**config.mk**
```make
export PLATFORM = sky130hd
export DESIGN_NAME = priority_task_dispatcher_core
export DESIGN_NICKNAME = d
export VERILOG_FILES = /design/src/design/ptd_pkg.sv /design/src/design/priority_task_dispatcher_core.sv
export SDC_FILE = /design/constraint.sdc
export NUM_CORES = 1
export LEC_CHECK = 0
export BUFFER_PORTS_ARGS = -buffer_cell sky130_fd_sc_hd__buf_4
export CAP_MARGIN = 40
export CORE_MARGIN = 8
export CORE_UTILIZATION = 36
export DETAILED_ROUTE_END_ITERATION = 6
export GPL_TIMING_DRIVEN = 1
export SLEW_MARGIN = 15
export SYNTH_ARGS = -nofsm -noshare
export SYNTH_HDL_FRONTEND = slang
export SYNTH_SLANG_ARGS = --single-unit
export TNS_END_PERCENT = 50
```
**constraint.sdc**
```tcl
create_clock -name clock -period 12.8 [get_ports clock]
set_clock_uncertainty 0.15 [all_clocks]
set_input_delay 1.92 -clock clock [delete_from_list [all_inputs] [get_ports clock]]
set_output_delay 1.92 -clock clock [all_outputs]
set_load 0.005 [all_outputs]
```
**src/design/ptd_pkg.sv**
```systemverilog
package ptd_pkg;

   localparam int SLOTS           = 16;
   localparam int SLOT_W          = $clog2(SLOTS);
   localparam int DEFAULT_WORKERS = 4;
   localparam int MAX_WORKERS     = 64;
   localparam int PRIORITY_BITS   = 3;
   localparam int MAX_RESULTS     = 16;

   typedef enum logic [2:0] {
      CMD_ADD        = 3'd0,
      CMD_CANCEL     = 3'd1,
      CMD_FINISH     = 3'd2,
      CMD_ADD_WORKER = 3'd3,
      CMD_DEL_WORKER = 3'd4
   } command_type;

   typedef enum logic [2:0] {
      ST_EMPTY     = 3'd0,
      ST_QUEUED    = 3'd1,
      ST_RUNNING   = 3'd2,
      ST_COMPLETE  = 3'd3,
      ST_CANCELLED = 3'd4
   } slot_status_type;

   typedef enum logic [1:0] {
      ERR_NONE     = 2'd0,
      ERR_OCCUPIED = 2'd1,
      ERR_NOT_RUN  = 2'd2
   } error_type;

   typedef enum logic [2:0] {
      FSM_IDLE,
      FSM_CMD,
      FSM_CHECK,
      FSM_SCAN,
      FSM_DECIDE,
      FSM_FINISH,
      FSM_SEND_MORE,
      FSM_SEND_LAST
   } fsm_type;

endpackage

```
**src/design/priority_task_dispatcher_core.sv**
```systemverilog
// Channel   Direction  Handshake             Payload
// req_      in         req_valid/req_stall   command, slot, priority, dependency
// rsp_      out        rsp_valid/rsp_stall   dispatch, slot, last, error, counts
//
// One command: an accept state and an apply state, then rounds of a check,
// a scan over all SLOTS entries (one slot compared per cycle in the single
// priority/order comparator) and a decide. Each item but the last leaves from
// the send-more state; the last goes through the finish and send-last states.
// A command ends when the worker limit or the result bound is reached or when
// a scan finds nothing ready; with no dispatch it gets a bare acknowledgement.
// Reset (synchronous, active high) empties all slots, zeroes counters and
// sets the worker limit to its default. rsp_stall holds the block in its
// send state; req_stall is high whenever a command is in progress.
module priority_task_dispatcher_core (
   input  logic       clock,
   input  logic       reset,
   input  logic       req_valid,
   output logic       req_stall,
   input  logic [2:0] req_command,
   input  logic [3:0] req_task_slot,
   input  logic [2:0] req_priority_req,
   input  logic       req_has_dependency,
   input  logic [3:0] req_dependency_slot,
   output logic       rsp_valid,
   input  logic       rsp_stall,
   output logic       rsp_dispatched,
   output logic [3:0] rsp_dispatched_slot,
   output logic       rsp_last,
   output logic [1:0] rsp_error,
   output logic [4:0] rsp_active_count,
   output logic [6:0] rsp_current_worker_limit
);

   localparam int SW = ptd_pkg::SLOT_W;
   localparam int PB = ptd_pkg::PRIORITY_BITS;

   ptd_pkg::fsm_type state_ff, state_in;

   // slot table
   ptd_pkg::slot_status_type status_ff [ptd_pkg::SLOTS];
   ptd_pkg::slot_status_type status_in [ptd_pkg::SLOTS];
   logic [PB-1:0] prio_ff  [ptd_pkg::SLOTS];
   logic [31:0]   order_ff [ptd_pkg::SLOTS];
   logic          depv_ff  [ptd_pkg::SLOTS];
   logic [3:0]    depi_ff  [ptd_pkg::SLOTS];
   logic          wr_en;

   logic [31:0] arrival_ff, arrival_in;
   logic [4:0]  running_ff, running_in;
   logic [6:0]  limit_ff, limit_in;

   // captured command
   logic [2:0]    cmd_ff;
   logic [3:0]    slot_ff;
   logic [PB-1:0] cprio_ff;
   logic          cdepv_ff;
   logic [3:0]    cdepi_ff;
   logic [1:0]    err_ff, err_in;

   // scan and pending-result tracking
   logic [SW-1:0] idx_ff, idx_in;
   logic          found_ff, found_in;
   logic [SW-1:0] best_ff, best_in;
   logic [PB-1:0] bprio_ff, bprio_in;
   logic [31:0]   border_ff, border_in;
   logic [4:0]    ndisp_ff, ndisp_in;
   logic          pend_ff, pend_in;
   logic [3:0]    pslot_ff, pslot_in;
   logic [4:0]    pcount_ff, pcount_in;

   // result register
   logic       r_disp_ff, r_disp_in;
   logic [3:0] r_slot_ff, r_slot_in;
   logic       r_last_ff, r_last_in;
   logic [4:0] r_count_ff, r_count_in;

   logic [ptd_pkg::SLOTS-1:0] complete_vec;
   logic                      slot_ok;
   logic                      cand, better;
   logic [SW-1:0]             tslot;

   always_comb begin
      for (int k = 0; k < ptd_pkg::SLOTS; k++) begin
         complete_vec[k] = (status_ff[k] == ptd_pkg::ST_COMPLETE);
      end
   end

   assign slot_ok = ({1'b0, slot_ff} < 5'(ptd_pkg::SLOTS));
   assign tslot   = slot_ff[SW-1:0];

   // candidate at the scan index: queued and its dependency complete
   always_comb begin
      cand = (status_ff[idx_ff] == ptd_pkg::ST_QUEUED) &&
             (!depv_ff[idx_ff] ||
              (({1'b0, depi_ff[idx_ff]} < 5'(ptd_pkg::SLOTS)) &&
               complete_vec[depi_ff[idx_ff][SW-1:0]]));
      better = !found_ff || (prio_ff[idx_ff] > bprio_ff) ||
               ((prio_ff[idx_ff] == bprio_ff) && (order_ff[idx_ff] < border_ff));
   end

   always_comb begin
      state_in   = state_ff;
      status_in  = status_ff;
      wr_en      = 1'b0;
      arrival_in = arrival_ff;
      running_in = running_ff;
      limit_in   = limit_ff;
      err_in     = err_ff;
      idx_in     = idx_ff;
      found_in   = found_ff;
      best_in    = best_ff;
      bprio_in   = bprio_ff;
      border_in  = border_ff;
      ndisp_in   = ndisp_ff;
      pend_in    = pend_ff;
      pslot_in   = pslot_ff;
      pcount_in  = pcount_ff;
      r_disp_in  = r_disp_ff;
      r_slot_in  = r_slot_ff;
      r_last_in  = r_last_ff;
      r_count_in = r_count_ff;
      unique case (state_ff)
         ptd_pkg::FSM_IDLE: begin
            if (req_valid) begin
               state_in = ptd_pkg::FSM_CMD;
            end
         end
         ptd_pkg::FSM_CMD: begin
            err_in   = ptd_pkg::ERR_NONE;
            ndisp_in = '0;
            pend_in  = 1'b0;
            unique case (cmd_ff)
               ptd_pkg::CMD_ADD: begin
                  if (slot_ok) begin
                     if (status_ff[tslot] == ptd_pkg::ST_QUEUED ||
                         status_ff[tslot] == ptd_pkg::ST_RUNNING) begin
                        err_in = ptd_pkg::ERR_OCCUPIED;
                     end else begin
                        status_in[tslot] = ptd_pkg::ST_QUEUED;
                        wr_en            = 1'b1;
                        arrival_in       = arrival_ff + 32'd1;
                     end
                  end
               end
               ptd_pkg::CMD_CANCEL: begin
                  if (slot_ok && status_ff[tslot] != ptd_pkg::ST_RUNNING) begin
                     status_in[tslot] = ptd_pkg::ST_CANCELLED;
                  end
               end
               ptd_pkg::CMD_FINISH: begin
                  if (slot_ok) begin
                     if (status_ff[tslot] == ptd_pkg::ST_RUNNING) begin
                        status_in[tslot] = ptd_pkg::ST_COMPLETE;
                        if (running_ff != '0) begin
                           running_in = running_ff - 5'd1;
                        end
                     end else begin
                        err_in = ptd_pkg::ERR_NOT_RUN;
                     end
                  end
               end
               ptd_pkg::CMD_ADD_WORKER: begin
                  if (limit_ff < 7'(ptd_pkg::MAX_WORKERS)) begin
                     limit_in = limit_ff + 7'd1;
                  end
               end
               ptd_pkg::CMD_DEL_WORKER: begin
                  if (limit_ff != '0) begin
                     limit_in = limit_ff - 7'd1;
                  end
               end
               default: begin
               end
            endcase
            state_in = ptd_pkg::FSM_CHECK;
         end
         ptd_pkg::FSM_CHECK: begin
            idx_in   = '0;
            found_in = 1'b0;
            if (ndisp_ff < 5'(ptd_pkg::MAX_RESULTS) && {2'b00, running_ff} < limit_ff) begin
               state_in = ptd_pkg::FSM_SCAN;
            end else begin
               state_in = ptd_pkg::FSM_FINISH;
            end
         end
         ptd_pkg::FSM_SCAN: begin
            if (cand && better) begin
               found_in  = 1'b1;
               best_in   = idx_ff;
               bprio_in  = prio_ff[idx_ff];
               border_in = order_ff[idx_ff];
            end
            idx_in = idx_ff + 1'b1;
            if (idx_ff == SW'(ptd_pkg::SLOTS - 1)) begin
               state_in = ptd_pkg::FSM_DECIDE;
            end
         end
         ptd_pkg::FSM_DECIDE: begin
            if (found_ff) begin
               status_in[best_ff] = ptd_pkg::ST_RUNNING;
               running_in         = running_ff + 5'd1;
               ndisp_in           = ndisp_ff + 5'd1;
               pend_in            = 1'b1;
               pslot_in           = 4'(best_ff);
               pcount_in          = running_ff + 5'd1;
               if (pend_ff) begin
                  // previous dispatch known not to be the final one
                  r_disp_in  = 1'b1;
                  r_slot_in  = pslot_ff;
                  r_last_in  = 1'b0;
                  r_count_in = pcount_ff;
                  state_in   = ptd_pkg::FSM_SEND_MORE;
               end else begin
                  state_in = ptd_pkg::FSM_CHECK;
               end
            end else begin
               state_in = ptd_pkg::FSM_FINISH;
            end
         end
         ptd_pkg::FSM_FINISH: begin
            r_last_in = 1'b1;
            if (pend_ff) begin
               r_disp_in  = 1'b1;
               r_slot_in  = pslot_ff;
               r_count_in = pcount_ff;
            end else begin
               r_disp_in  = 1'b0;
               r_slot_in  = '0;
               r_count_in = running_ff;
            end
            state_in = ptd_pkg::FSM_SEND_LAST;
         end
         ptd_pkg::FSM_SEND_MORE: begin
            if (!rsp_stall) begin
               state_in = ptd_pkg::FSM_CHECK;
            end
         end
         ptd_pkg::FSM_SEND_LAST: begin
            if (!rsp_stall) begin
               state_in = ptd_pkg::FSM_IDLE;
            end
         end
         default: state_in = ptd_pkg::FSM_IDLE;
      endcase
   end

   always_ff @(posedge clock) begin
      if (reset) begin
         state_ff   <= ptd_pkg::FSM_IDLE;
         arrival_ff <= '0;
         running_ff <= '0;
         limit_ff   <= 7'(ptd_pkg::DEFAULT_WORKERS);
         for (int k = 0; k < ptd_pkg::SLOTS; k++) begin
            status_ff[k] <= ptd_pkg::ST_EMPTY;
         end
      end else begin
         state_ff   <= state_in;
         arrival_ff <= arrival_in;
         running_ff <= running_in;
         limit_ff   <= limit_in;
         status_ff  <= status_in;
      end
   end

   always_ff @(posedge clock) begin
      if (state_ff == ptd_pkg::FSM_IDLE && req_valid) begin
         cmd_ff   <= req_command;
         slot_ff  <= req_task_slot;
         cprio_ff <= req_priority_req[PB-1:0];
         cdepv_ff <= req_has_dependency;
         cdepi_ff <= req_dependency_slot;
      end
      if (wr_en) begin
         prio_ff[tslot]  <= cprio_ff;
         order_ff[tslot] <= arrival_ff;
         depv_ff[tslot]  <= cdepv_ff;
         depi_ff[tslot]  <= cdepi_ff;
      end
      err_ff     <= err_in;
      idx_ff     <= idx_in;
      found_ff   <= found_in;
      best_ff    <= best_in;
      bprio_ff   <= bprio_in;
      border_ff  <= border_in;
      ndisp_ff   <= ndisp_in;
      pend_ff    <= pend_in;
      pslot_ff   <= pslot_in;
      pcount_ff  <= pcount_in;
      r_disp_ff  <= r_disp_in;
      r_slot_ff  <= r_slot_in;
      r_last_ff  <= r_last_in;
      r_count_ff <= r_count_in;
   end

   assign req_stall                = (state_ff != ptd_pkg::FSM_IDLE);
   assign rsp_valid                = (state_ff == ptd_pkg::FSM_SEND_MORE) ||
                                     (state_ff == ptd_pkg::FSM_SEND_LAST);
   assign rsp_dispatched           = r_disp_ff;
   assign rsp_dispatched_slot      = r_slot_ff;
   assign rsp_last                 = r_last_ff;
   assign rsp_error                = err_ff;
   assign rsp_active_count         = r_count_ff;
   assign rsp_current_worker_limit = limit_ff;

   a_limit_bound: assert property (@(posedge clock) disable iff (reset)
      limit_ff <= 7'(ptd_pkg::MAX_WORKERS))
      else $error("worker limit above maximum");

   a_running_bound: assert property (@(posedge clock) disable iff (reset)
      running_ff <= 5'(ptd_pkg::SLOTS))
      else $error("running count above slot count");

   a_disp_bound: assert property (@(posedge clock) disable iff (reset)
      ndisp_ff <= 5'(ptd_pkg::MAX_RESULTS) || state_ff == ptd_pkg::FSM_IDLE)
      else $error("too many dispatches for one command");

   a_ack_is_last: assert property (@(posedge clock) disable iff (reset)
      rsp_valid && !rsp_dispatched |-> rsp_last)
      else $error("bare acknowledgement not marked last");

   a_accept_busy: assert property (@(posedge clock) disable iff (reset)
      req_valid && !req_stall |=> req_stall && !rsp_valid)
      else $error("block not busy after accepting a command");

endmodule

```
## Yosys cells after proc, flatten, opt, wreduce, memory -nomap -nowiden

Memory sizes are Yosys's and may differ from the RTL's. A register that Yosys moved wholly into a read port is not among the register bits.
Index checks and enable logic that the tools add are counted.

| storage, ports and cells | value |
|---|---|
| word-level logic and storage cells | 227 |
| flip-flop bits (word level) | 182 |
| memories | 4 |
| bits in writable memories | 640 |
| input bits | 19 |
| output and inout port bits | 22 |

Memory list:

| memory | words | width | read ports | clocked after memory_dff | wr ports | RTL line | source |
|---|---|---|---|---|---|---|---|
| order_ff | 16 | 32 | 1 | 1 | 1 | priority_task_dispatcher_core.sv:43 | `logic [31:0] order_ff [ptd_pkg::SLOTS];` |
| depi_ff | 16 | 4 | 1 | 1 | 1 | priority_task_dispatcher_core.sv:45 | `logic [3:0] depi_ff [ptd_pkg::SLOTS];` |
| prio_ff | 16 | 3 | 1 | 1 | 1 | priority_task_dispatcher_core.sv:42 | `logic [PB-1:0] prio_ff [ptd_pkg::SLOTS];` |
| depv_ff | 16 | 1 | 1 | 1 | 1 | priority_task_dispatcher_core.sv:44 | `logic depv_ff [ptd_pkg::SLOTS];` |

| operators by class | value |
|---|---|
| $lt $le $gt $ge | 11 |
| reductions and logical operators | 33 |
| equal/unequal tests | 49 |
| $add $sub $neg | 7 |
| multiplexer cells | 68 |
| bitwise logic cells | 16 |

Operators with widths:

| cell | count |
|---|---|
| $mux W48 | 4 |
| $pmux W48 S3 | 1 |
| $and A32 B32 Y32 | 3 |
| $not A32 Y32 | 3 |
| $pmux W48 S2 | 1 |
| $eq A3 B2 Y1 const B | 21 |
| $or A16 B16 Y16 | 3 |
| $mux W5 | 8 |
| $mux W3 | 13 |
| $add A32 B1 Y32 const B | 1 |
| $lt A32 B32 Y1 | 1 |
| $or A32 B32 Y32 | 1 |
| $pmux W5 S2 | 3 |
| $mux W4 | 7 |
| $bmux W3 S4 | 2 |
| $demux W3 S4 | 2 |
| $pmux W3 S8 | 1 |
| $ne A2 B2 Y1 const B | 11 |
| $and A16 B16 Y16 | 1 |
| $not A16 Y16 | 1 |
| $pmux W4 S2 | 2 |
| $eq A3 B3 Y1 const B | 5 |
| $ge A5 B5 Y1 const B | 3 |
| $not A4 Y5 | 3 |
| other kinds (39) | 83 |

## Logic depth before layout (Yosys ltp)

Gate-level depths: netlist (run 1).

| depth | value |
|---|---|
| word-level depth | 11 |
| mapped depth | 17 |

## Worst setup path before layout (run 1)

Ideal clock, no wire load.

| path | value |
|---|---|
| kind | reg2reg |
| start | register with a tool-made name |
| end | register found_ff, enable pin |
| buffers on the path | 6 |
| period minus slack after synthesis | 11.356 ns |
| data arrival time | 10.881 ns |
| setup time | 0.324 ns |
| required time | 12.326 ns |
| cell stages (with the launch flop) | 18 |
| path slack | 1.444 ns |
| cell sequence | dfxtp_1 > buf_2 > buf_4 > buf_2 > clkbuf_1 > buf_2 > buf_2 > mux4_2 > mux4_2 > ha_1 > a21o_1 > a21o_1 > a211oi_1 > o21ai_0 > o211ai_1 > a41oi_1 > a2111oi_0 > o21bai_1 |

RTL lines:

| item | RTL line | source |
|---|---|---|
| to (signal assigned) | priority_task_dispatcher_core.sv:281 | `found_ff <= found_in;` |
| to (decl) | priority_task_dispatcher_core.sv:62 | `logic found_ff, found_in;` |

==> results.md, run 1 <==
- Status: finished, final reports clean
- H-tree levels: 3
- Die area: approximately 100000 sq um
- Setup_tns: 0 ns
- Layout cell share with drive strength beyond 1: 0.232
- Int Power: 4.61 mW
- ANT nets after route: 0
- First-pass GRT wire length: 117000 microns
- Clk slew on worst S/H paths: ~0.06 ns
- Die width: around 320 microns
- WHS Endpoint: status_ff[33]$_SDFFE_PP0P_
- WL final: around 78000 microns
- Routability cong.: approximately 0.83
- Syn_nets: slightly below 2000
- Area Overhead vs Synth: 14.9%
- Yosys top cell by area: edfxtp_1
- Post-placement cell area: around 36000 sq um
- Min-delay worst type: register to register
- Max-slew violation count: 0
- Switching Share: 0.231
- Hold depth: 1
- Initial antenna violation count: 0
- Synth top area share: 0.646
- Mapped Avg Cell Area: between 15 and 20 sq um
- Routing usage on met3: 0.0216
- Hold Startpoint: status_ff[33]$_SDFFE_PP0P_
- # diodes: 0
- CP endpoint kind: register
- Number of global-route vias before repair: 18400
- Slew HR: 0.283
- Worst reg2reg path depth: 15
- VDD IR max: 0.101 mV
- Grt met2 use: 0.241
- Vias per std cell: roughly 5.4
- DR pass1 iterations: 6
- Fin area: slightly below 40000 sq um
- Flop pwr share: 0.502
- Clk buf depth: 3
- CORE AREA: ~93000 sq um
- Ys async rst share: 0
- Synth Cell Area: between 30000 and 40000 sq um
- Post-synthesis register bit count: roughly 830
- Post-Syn Instances: approximately 1900
- Part of the cycle the worst path needs: 0.477
- DRT iter0 DRCs: roughly 1400
- RSZ-0062 raised after global routing: false
- HPWL after DPL: roughly 45000 microns
- Combinational Power Share: 0.109
- Yosys cell types: 81
- Root Driver: clkbuf_16
- Met1 Usage GRT: 0.204
- Nets: 2045
- Sequential area share after synthesis: 0.705
- Via Count: roughly 18000
- Postcts setup bufs: 0
- Worst skew pair latency: about 0.63 ns
- Total CTS buffers: just over 80
- DRC errors left: 0
- Static leakage power: about 12 nW
- Total GRT Usage: 0.148
- Clk network pwr share: 0.389
- Setup CP Type: register to register
- Top Ports: 41
- CP Max Fanout: 50
- Grt peak-use layer: met2
- Die height: 322 microns
- Top post-synthesis cells by area: edfxtp_1, mux4_2, dfxtp_1
- Critical Path AT: roughly 6.2 ns
- Max_cap viols: 0
- WP data required: about 13 ns
- # rows: 112
- Synthesis Warnings: 0
- Max frequency: approximately 0.16 GHz
- Worst R2R Setup Slack: ~6.7 ns
- Sinks on the clock net: approximately 830
- Worst Max-Slew Pin Slew: approximately 1.1 ns
- Power Density: around 150 nW/um^2
- R2r endpoint: border_ff[26]$_DFFE_PP_
- P_sw: 1.39 mW
- Initial Util: 0.363
- Fin. Hold Viols: 0
- Grt total ovfl: 0
- Fin crit period: roughly 6.1 ns
- Top FF cell, synth: edfxtp_1
- Drt wl/cell: between 20 and 25 microns
- Setup crit start kind: register
- CTS tree: yes
- Hold WS: 0.342 ns
- Hold_buf cts: 0
- I/O Buffers: 40
- Post-CTS sizing: 0
- Largest net degree at the start of global routing: 121
- Post-synth EDFFs: ~730
- Setup violations, final: 0
## worst max-delay path by stage
stage,from,to,slack (ns),cells after the start
2_1_floorplan,register,found_ff$_DFFE_PP_,1.44,17
3_3_place_gp,register,border_ff[30]$_DFFE_PP_,6.00,13
3_5_place_dp,register,border_ff[30]$_DFFE_PP_,6.08,14
4_1_cts,register,border_ff[30]$_DFFE_PP_,6.02,14
5_1_grt,register,border_ff[30]$_DFFE_PP_,6.40,15
6_report,register,border_ff[26]$_DFFE_PP_,6.69,15
## power by group through the flow
stage / Sequential, mW / Combinational, mW / Clock, mW
after floorplan: 3.03 / 0.503 / 0
after detailed placement: 3.07 / 0.660 / 0
final: 3.01 / 0.653 / 2.34
after CTS: 3.01 / 0.662 / 2.39
after global routing: 3.02 / 0.709 / 2.48
after global placement: 3.08 / 0.629 / 0
## routing by layer
layer / vias to the layer above / share of wire
li1: 7792 / -
met1: 9391 / 0.43
met2: 585 / 0.48
met3: 132 / 0.057
met4: 0 / 0.027
met5: - / 0
## critical path, cell delays in order (launching register included)
cell	delay [ns]
dfxtp_4	0.77
buf_4	0.50
buf_12	0.28
buf_4	0.31
buf_16	0.31
mux4_2	0.36
mux4_2	0.51
ha_1	0.31
a21o_1	0.16
a21o_1	0.17
a211oi_1	0.30
o21ai_0	0.13
o211ai_1	0.11
a41oi_1	0.19
a2111oi_2	0.48
buf_4	0.58
## stage by stage
step	utilization	std cells	power (mW)	worst slack, ns
2_1_floorplan	-	1886	3.53	1.44
3_3_place_gp	0.383	3118	3.70	6.00
3_5_place_dp	0.388	3144	3.73	6.08
4_1_cts	0.416	3293	6.06	6.02
5_1_grt	0.417	3295	6.20	6.40
6_report	0.417	3295	6.00	6.69
## cells in the final DEF (no fill, tap or decap), types with 10 or more instances in the layout
master | netlist | layout
nor2b_1 | 26 | 26
mux4_2 | 205 | 205
inv_1 | 61 | 60
nand4_1 | 21 | 21
mux2_2 | 10 | 10
a22o_1 | 18 | 18
nor3b_1 | 10 | 10
o2bb2ai_1 | 16 | 16
a21oi_2 | 11 | 11
ha_1 | 49 | 49
nand2b_1 | 15 | 15
a211oi_1 | 18 | 18
nor3_1 | 20 | 20
or3_1 | 26 | 26
mux2i_1 | 15 | 15
a21o_1 | 17 | 17
a21oi_1 | 67 | 67
nor2_4 | 0 | 16
nand2_1 | 58 | 57
xnor2_1 | 26 | 26
clkinv_1 | 1 | 18
clkinv_2 | 0 | 13
o21ai_0 | 42 | 42
dfxtp_1 | 99 | 96
nor2_1 | 96 | 79
clkbuf_1 | 58 | 21
buf_4 | 2 | 70
nand3_1 | 24 | 24
clkbuf_16 | 0 | 87
buf_16 | 0 | 12
edfxtp_1 | 727 | 727
## area by class of cell
class / instances / area [sq um]
Clock buffer: 111 / 2300
Clock inverter: 38 / 307
Fill cell: 8205 / 54400
Inverter: 62 / 234
Multi-Input combinational cell: 906 / 9490
Sequential cell: 826 / 23800
Tap cell: 1254 / 1570
Timing Repair Buffer: 98 / 1100
## cells in the mapped netlist, drive strengths merged, types with 8 or more instances
library cell    n
clkbuf         58
nor2b          26
edfxtp        727
and2            8
nand4          21
or3            27
nand3          24
ha             49
nor3           21
a22o           18
nor2           96
mux2i          15
dfxtp          99
inv            61
xor2            8
xnor2          26
mux4          206
a21o           17
nor4            9
o21ai          44
mux2           11
nand3b          9
buf            34
nor3b          11
a21oi          79
nand2          58
o2bb2ai        16
a211oi         18
nand2b         15
## flip-flops by register name, indices dropped and copies added, names as in the netlist, 4 cells and up, named ones only
| signal | cells |
|---|---|
| depi_ff | 64 |
| pslot_ff | 4 |
| slot_ff | 4 |
| idx_ff | 4 |
| status_ff | 47 |
| pcount_ff | 5 |
| border_ff | 32 |
| rsp_active_count | 5 |
| rsp_dispatched_slot | 4 |
| prio_ff | 48 |
| ndisp_ff | 5 |
| cdepi_ff | 4 |
| arrival_ff | 32 |
| depv_ff | 16 |
| rsp_current_worker_limit | 7 |
| order_ff | 512 |
| best_ff | 4 |
| running_ff | 5 |
## cells by family after synthesis
family | after synthesis | share of synthesized area
DFF | 826 | 0.705
and+or+nand+nor | 352 | 0.0553
AOI/OAI and AO/OA | 238 | 0.0485
muxes | 232 | 0.146
buffers and inverters | 154 | 0.0185
adders and majority gates | 50 | 0.0187
xor gates and xnor gates | 34 | 0.00881
No activity file was read; power rests on OpenSTA's default activity.
==> run 2, diff against run 1 <==
Clock period 12.8 ns to 5.25 ns, I/O delays scaled along.
==> results.md, run 2 (same netlist as run 1, synthesis figures left out) <==
- Worst R2R Setup Slack: 0.29 ns (-6.40 ns)
- Fin area: 39400 sq um (+1.4%)
- Total CTS buffers: 85 (+3.7%)
- CP Max Fanout: 35 (-30%)
- Die height: 322 microns (unchanged)
- HPWL after DPL: 46400 microns (+2.7%)
- Max-slew violation count: 0 (unchanged)
- DRT iter0 DRCs: 1685 (+21%)
- Fin crit period: 4.96 ns (-1.15 ns)
- FF/Latch Area: 23800 sq um (unchanged)
- Hold Startpoint: req_dependency_slot[1]
- Most frequent cells in the layout: edfxtp_1, mux4_2, dfxtp_1
- Largest net degree at the start of global routing: 54 (-55%)
- Initial antenna violation count: 1 (+1)
- Power Density: 388 nW/um^2 (+150%)
- Initial Util: 0.363 (unchanged)
- Max_cap viols: 0 (unchanged)
- Multi-input gate area: 9550 sq um (+0.59%)
- CTS tree: yes
- Via Count: 18000 (+0.51%)
- Post-CTS sizing: 0 (unchanged)
- Top Ports: 41 (unchanged)
- Clk buf depth: 3 (unchanged)
- Total GRT Usage: 0.152 (+0.00429)
- DRC errors left: 0 (unchanged)
- I/O Buffers: 40 (unchanged)
- Critical path's slowest cell: dfxtp_4
- WL final: 79800 microns (+2.5%)
- Reg with most FFs: order_ff
- DR pass1 iterations: 5 (-1)
- Routability cong.: 0.827 (-0.48%)
- Layout cell share with drive strength beyond 1: 0.250 (+0.0173)
- Met1 Usage GRT: 0.209 (+0.00514)
- Area Overhead vs Synth: 16.5%
- Setup violations, final: 0 (unchanged)
- Postcts setup bufs: 0 (unchanged)
- Grt total ovfl: 0 (unchanged)
- CP peak stage delay: 0.56 ns (-0.21 ns)
- Worst Max-Slew Pin Slew: 0.890 ns (-0.185 ns)
- CORE AREA: 93200 sq um (unchanged)
- Critical Path AT: 5.12 ns (-1.09 ns)
- WHS Endpoint: cdepi_ff[1]$_DFFE_PP_
- H-tree levels: 3 (unchanged)
- Hold WS: 0.166 ns (-0.175 ns)
- Top flop regs: order_ff: 512 flops, depi_ff: 64 flops, prio_ff: 48 flops
- Filler Cell Count: 8116 (-1.1%)
- Worst path cell trace: buf_12, buf_12, mux4_2, mux4_2, ha_1, a21oi_1, nor2b_1, o21ai_0, o211ai_1, nor2_1, a41oi_2, a2111oi_4, buf_12
- Clk slew on worst S/H paths: 0.06 ns (about the same)
- Part of the cycle the worst path needs: 0.944 (+0.467)
- Cell mode on critical path: buf_12
- CP endpoint kind: register
- Max frequency: 0.202 GHz (+23%)
- Min-delay worst type: input pin to register
- WP data required: 5.42 ns (-7.48 ns)
- Setup_tns: 0 ns (unchanged)
- Worst reg2reg path depth: 13 (-2)
- Root Driver: clkbuf_16
- Sinks on the clock net: 826 (unchanged)
- Most common cell after layout, fill and taps aside: edfxtp_1
- First-pass GRT wire length: 120000 microns (+2.2%)
- Hold depth: 1 (unchanged)
- Hold_buf cts: 0 (unchanged)
- Setup crit start kind: register
- Status: finished, final reports clean
- Largest register FFs: 512 (unchanged)
- Static leakage power: 12.7 nW (+1.6%)
- Grt met2 use: 0.255 (+0.0139)
- Fin. Hold Viols: 0 (unchanged)
- # diodes: 0 (unchanged)
- R2r endpoint: border_ff[30]$_DFFE_PP_
- Drt wl/cell: 24.0 microns (+1.8%)
- Worst skew pair latency: 0.64 ns (about the same)
- Setup CP Type: register to register
- ANT nets after route: 0 (unchanged)
- Vias per std cell: 5.42 (-0.19%)
- Slew HR: 0.407 (+0.123)
- Nets: 2061 (+0.78%)
- Routing usage on met3: 0.0209 (-0.000752)
- Total power draw: 15.3 mW (+150%)
- Die width: 322 microns (unchanged)
- Grt peak-use layer: met2
- # rows: 112 (unchanged)
- RSZ-0062 raised after global routing: false
- Number of global-route vias before repair: 18500 (+0.41%)
- VDD IR max: 0.259 mV (+160%)
- Die area: 104000 sq um (unchanged)
- Post-placement cell area: 36400 sq um (+0.60%)
[run 2: cell types whose count changed in the layout (fill, tap and decap cells not counted), sizes merged]
cell,before,now
buf,98,111
bufinv,4,12
clkinvlp,0,6
clkbuf,111,107
[run 2: worst max-delay path, delay by kind of cell, from the launching register on]
family | cells | cell delay (ns)
simple gates | 2 | 0.27
flops | 1 | 0.56
buf+inv | 3 | 0.73
mux | 2 | 1.00
fa+ha+maj | 1 | 0.31
compound gates | 5 | 1.54
[run 2: area by class of cell]
cell class / instances / area share
clock buffer: 107 / 0.0584
multi-input combinational: 906 / 0.243
inverter: 62 / 0.00594
tap: 1254 / 0.0399
clock inverter: 52 / 0.0165
timing repair buffer: 111 / 0.0316
sequential: 826 / 0.605
[run 2: worst max path at each step]
stage	end	slack [ns]
after floorplan	found_ff$_DFFE_PP_	-0.12
after global placement	border_ff[30]$_DFFE_PP_	0.31
after detailed placement	border_ff[15]$_DFFE_PP_	0.30
after CTS	border_ff[30]$_DFFE_PP_	0.25
after global routing	border_ff[30]$_DFFE_PP_	0.08
final	border_ff[30]$_DFFE_PP_	0.29
[run 2: power breakdown]
part           internal (mW)  switching (mW)
logic                  0.807           0.834
registers               7.19           0.147
clock network           3.72            2.56
[run 2: metrics by stage]
stage,setup slack (ns),cells,util
after floorplan,-0.116,1886,-
after global placement,0.315,3157,0.391
after detailed placement,0.299,3158,0.391
after CTS,0.246,3317,0.422
after global routing,0.0807,3318,0.422
final,0.293,3318,0.422
[run 2: per-layer routing]
| layer | vias up | part of all wire |
|---|---|---|
| met5 | - | 0.00015 |
| met4 | 2 | 0.019 |
| met3 | 104 | 0.059 |
| met2 | 615 | 0.50 |
| met1 | 9448 | 0.43 |
| li1 | 7822 | - |
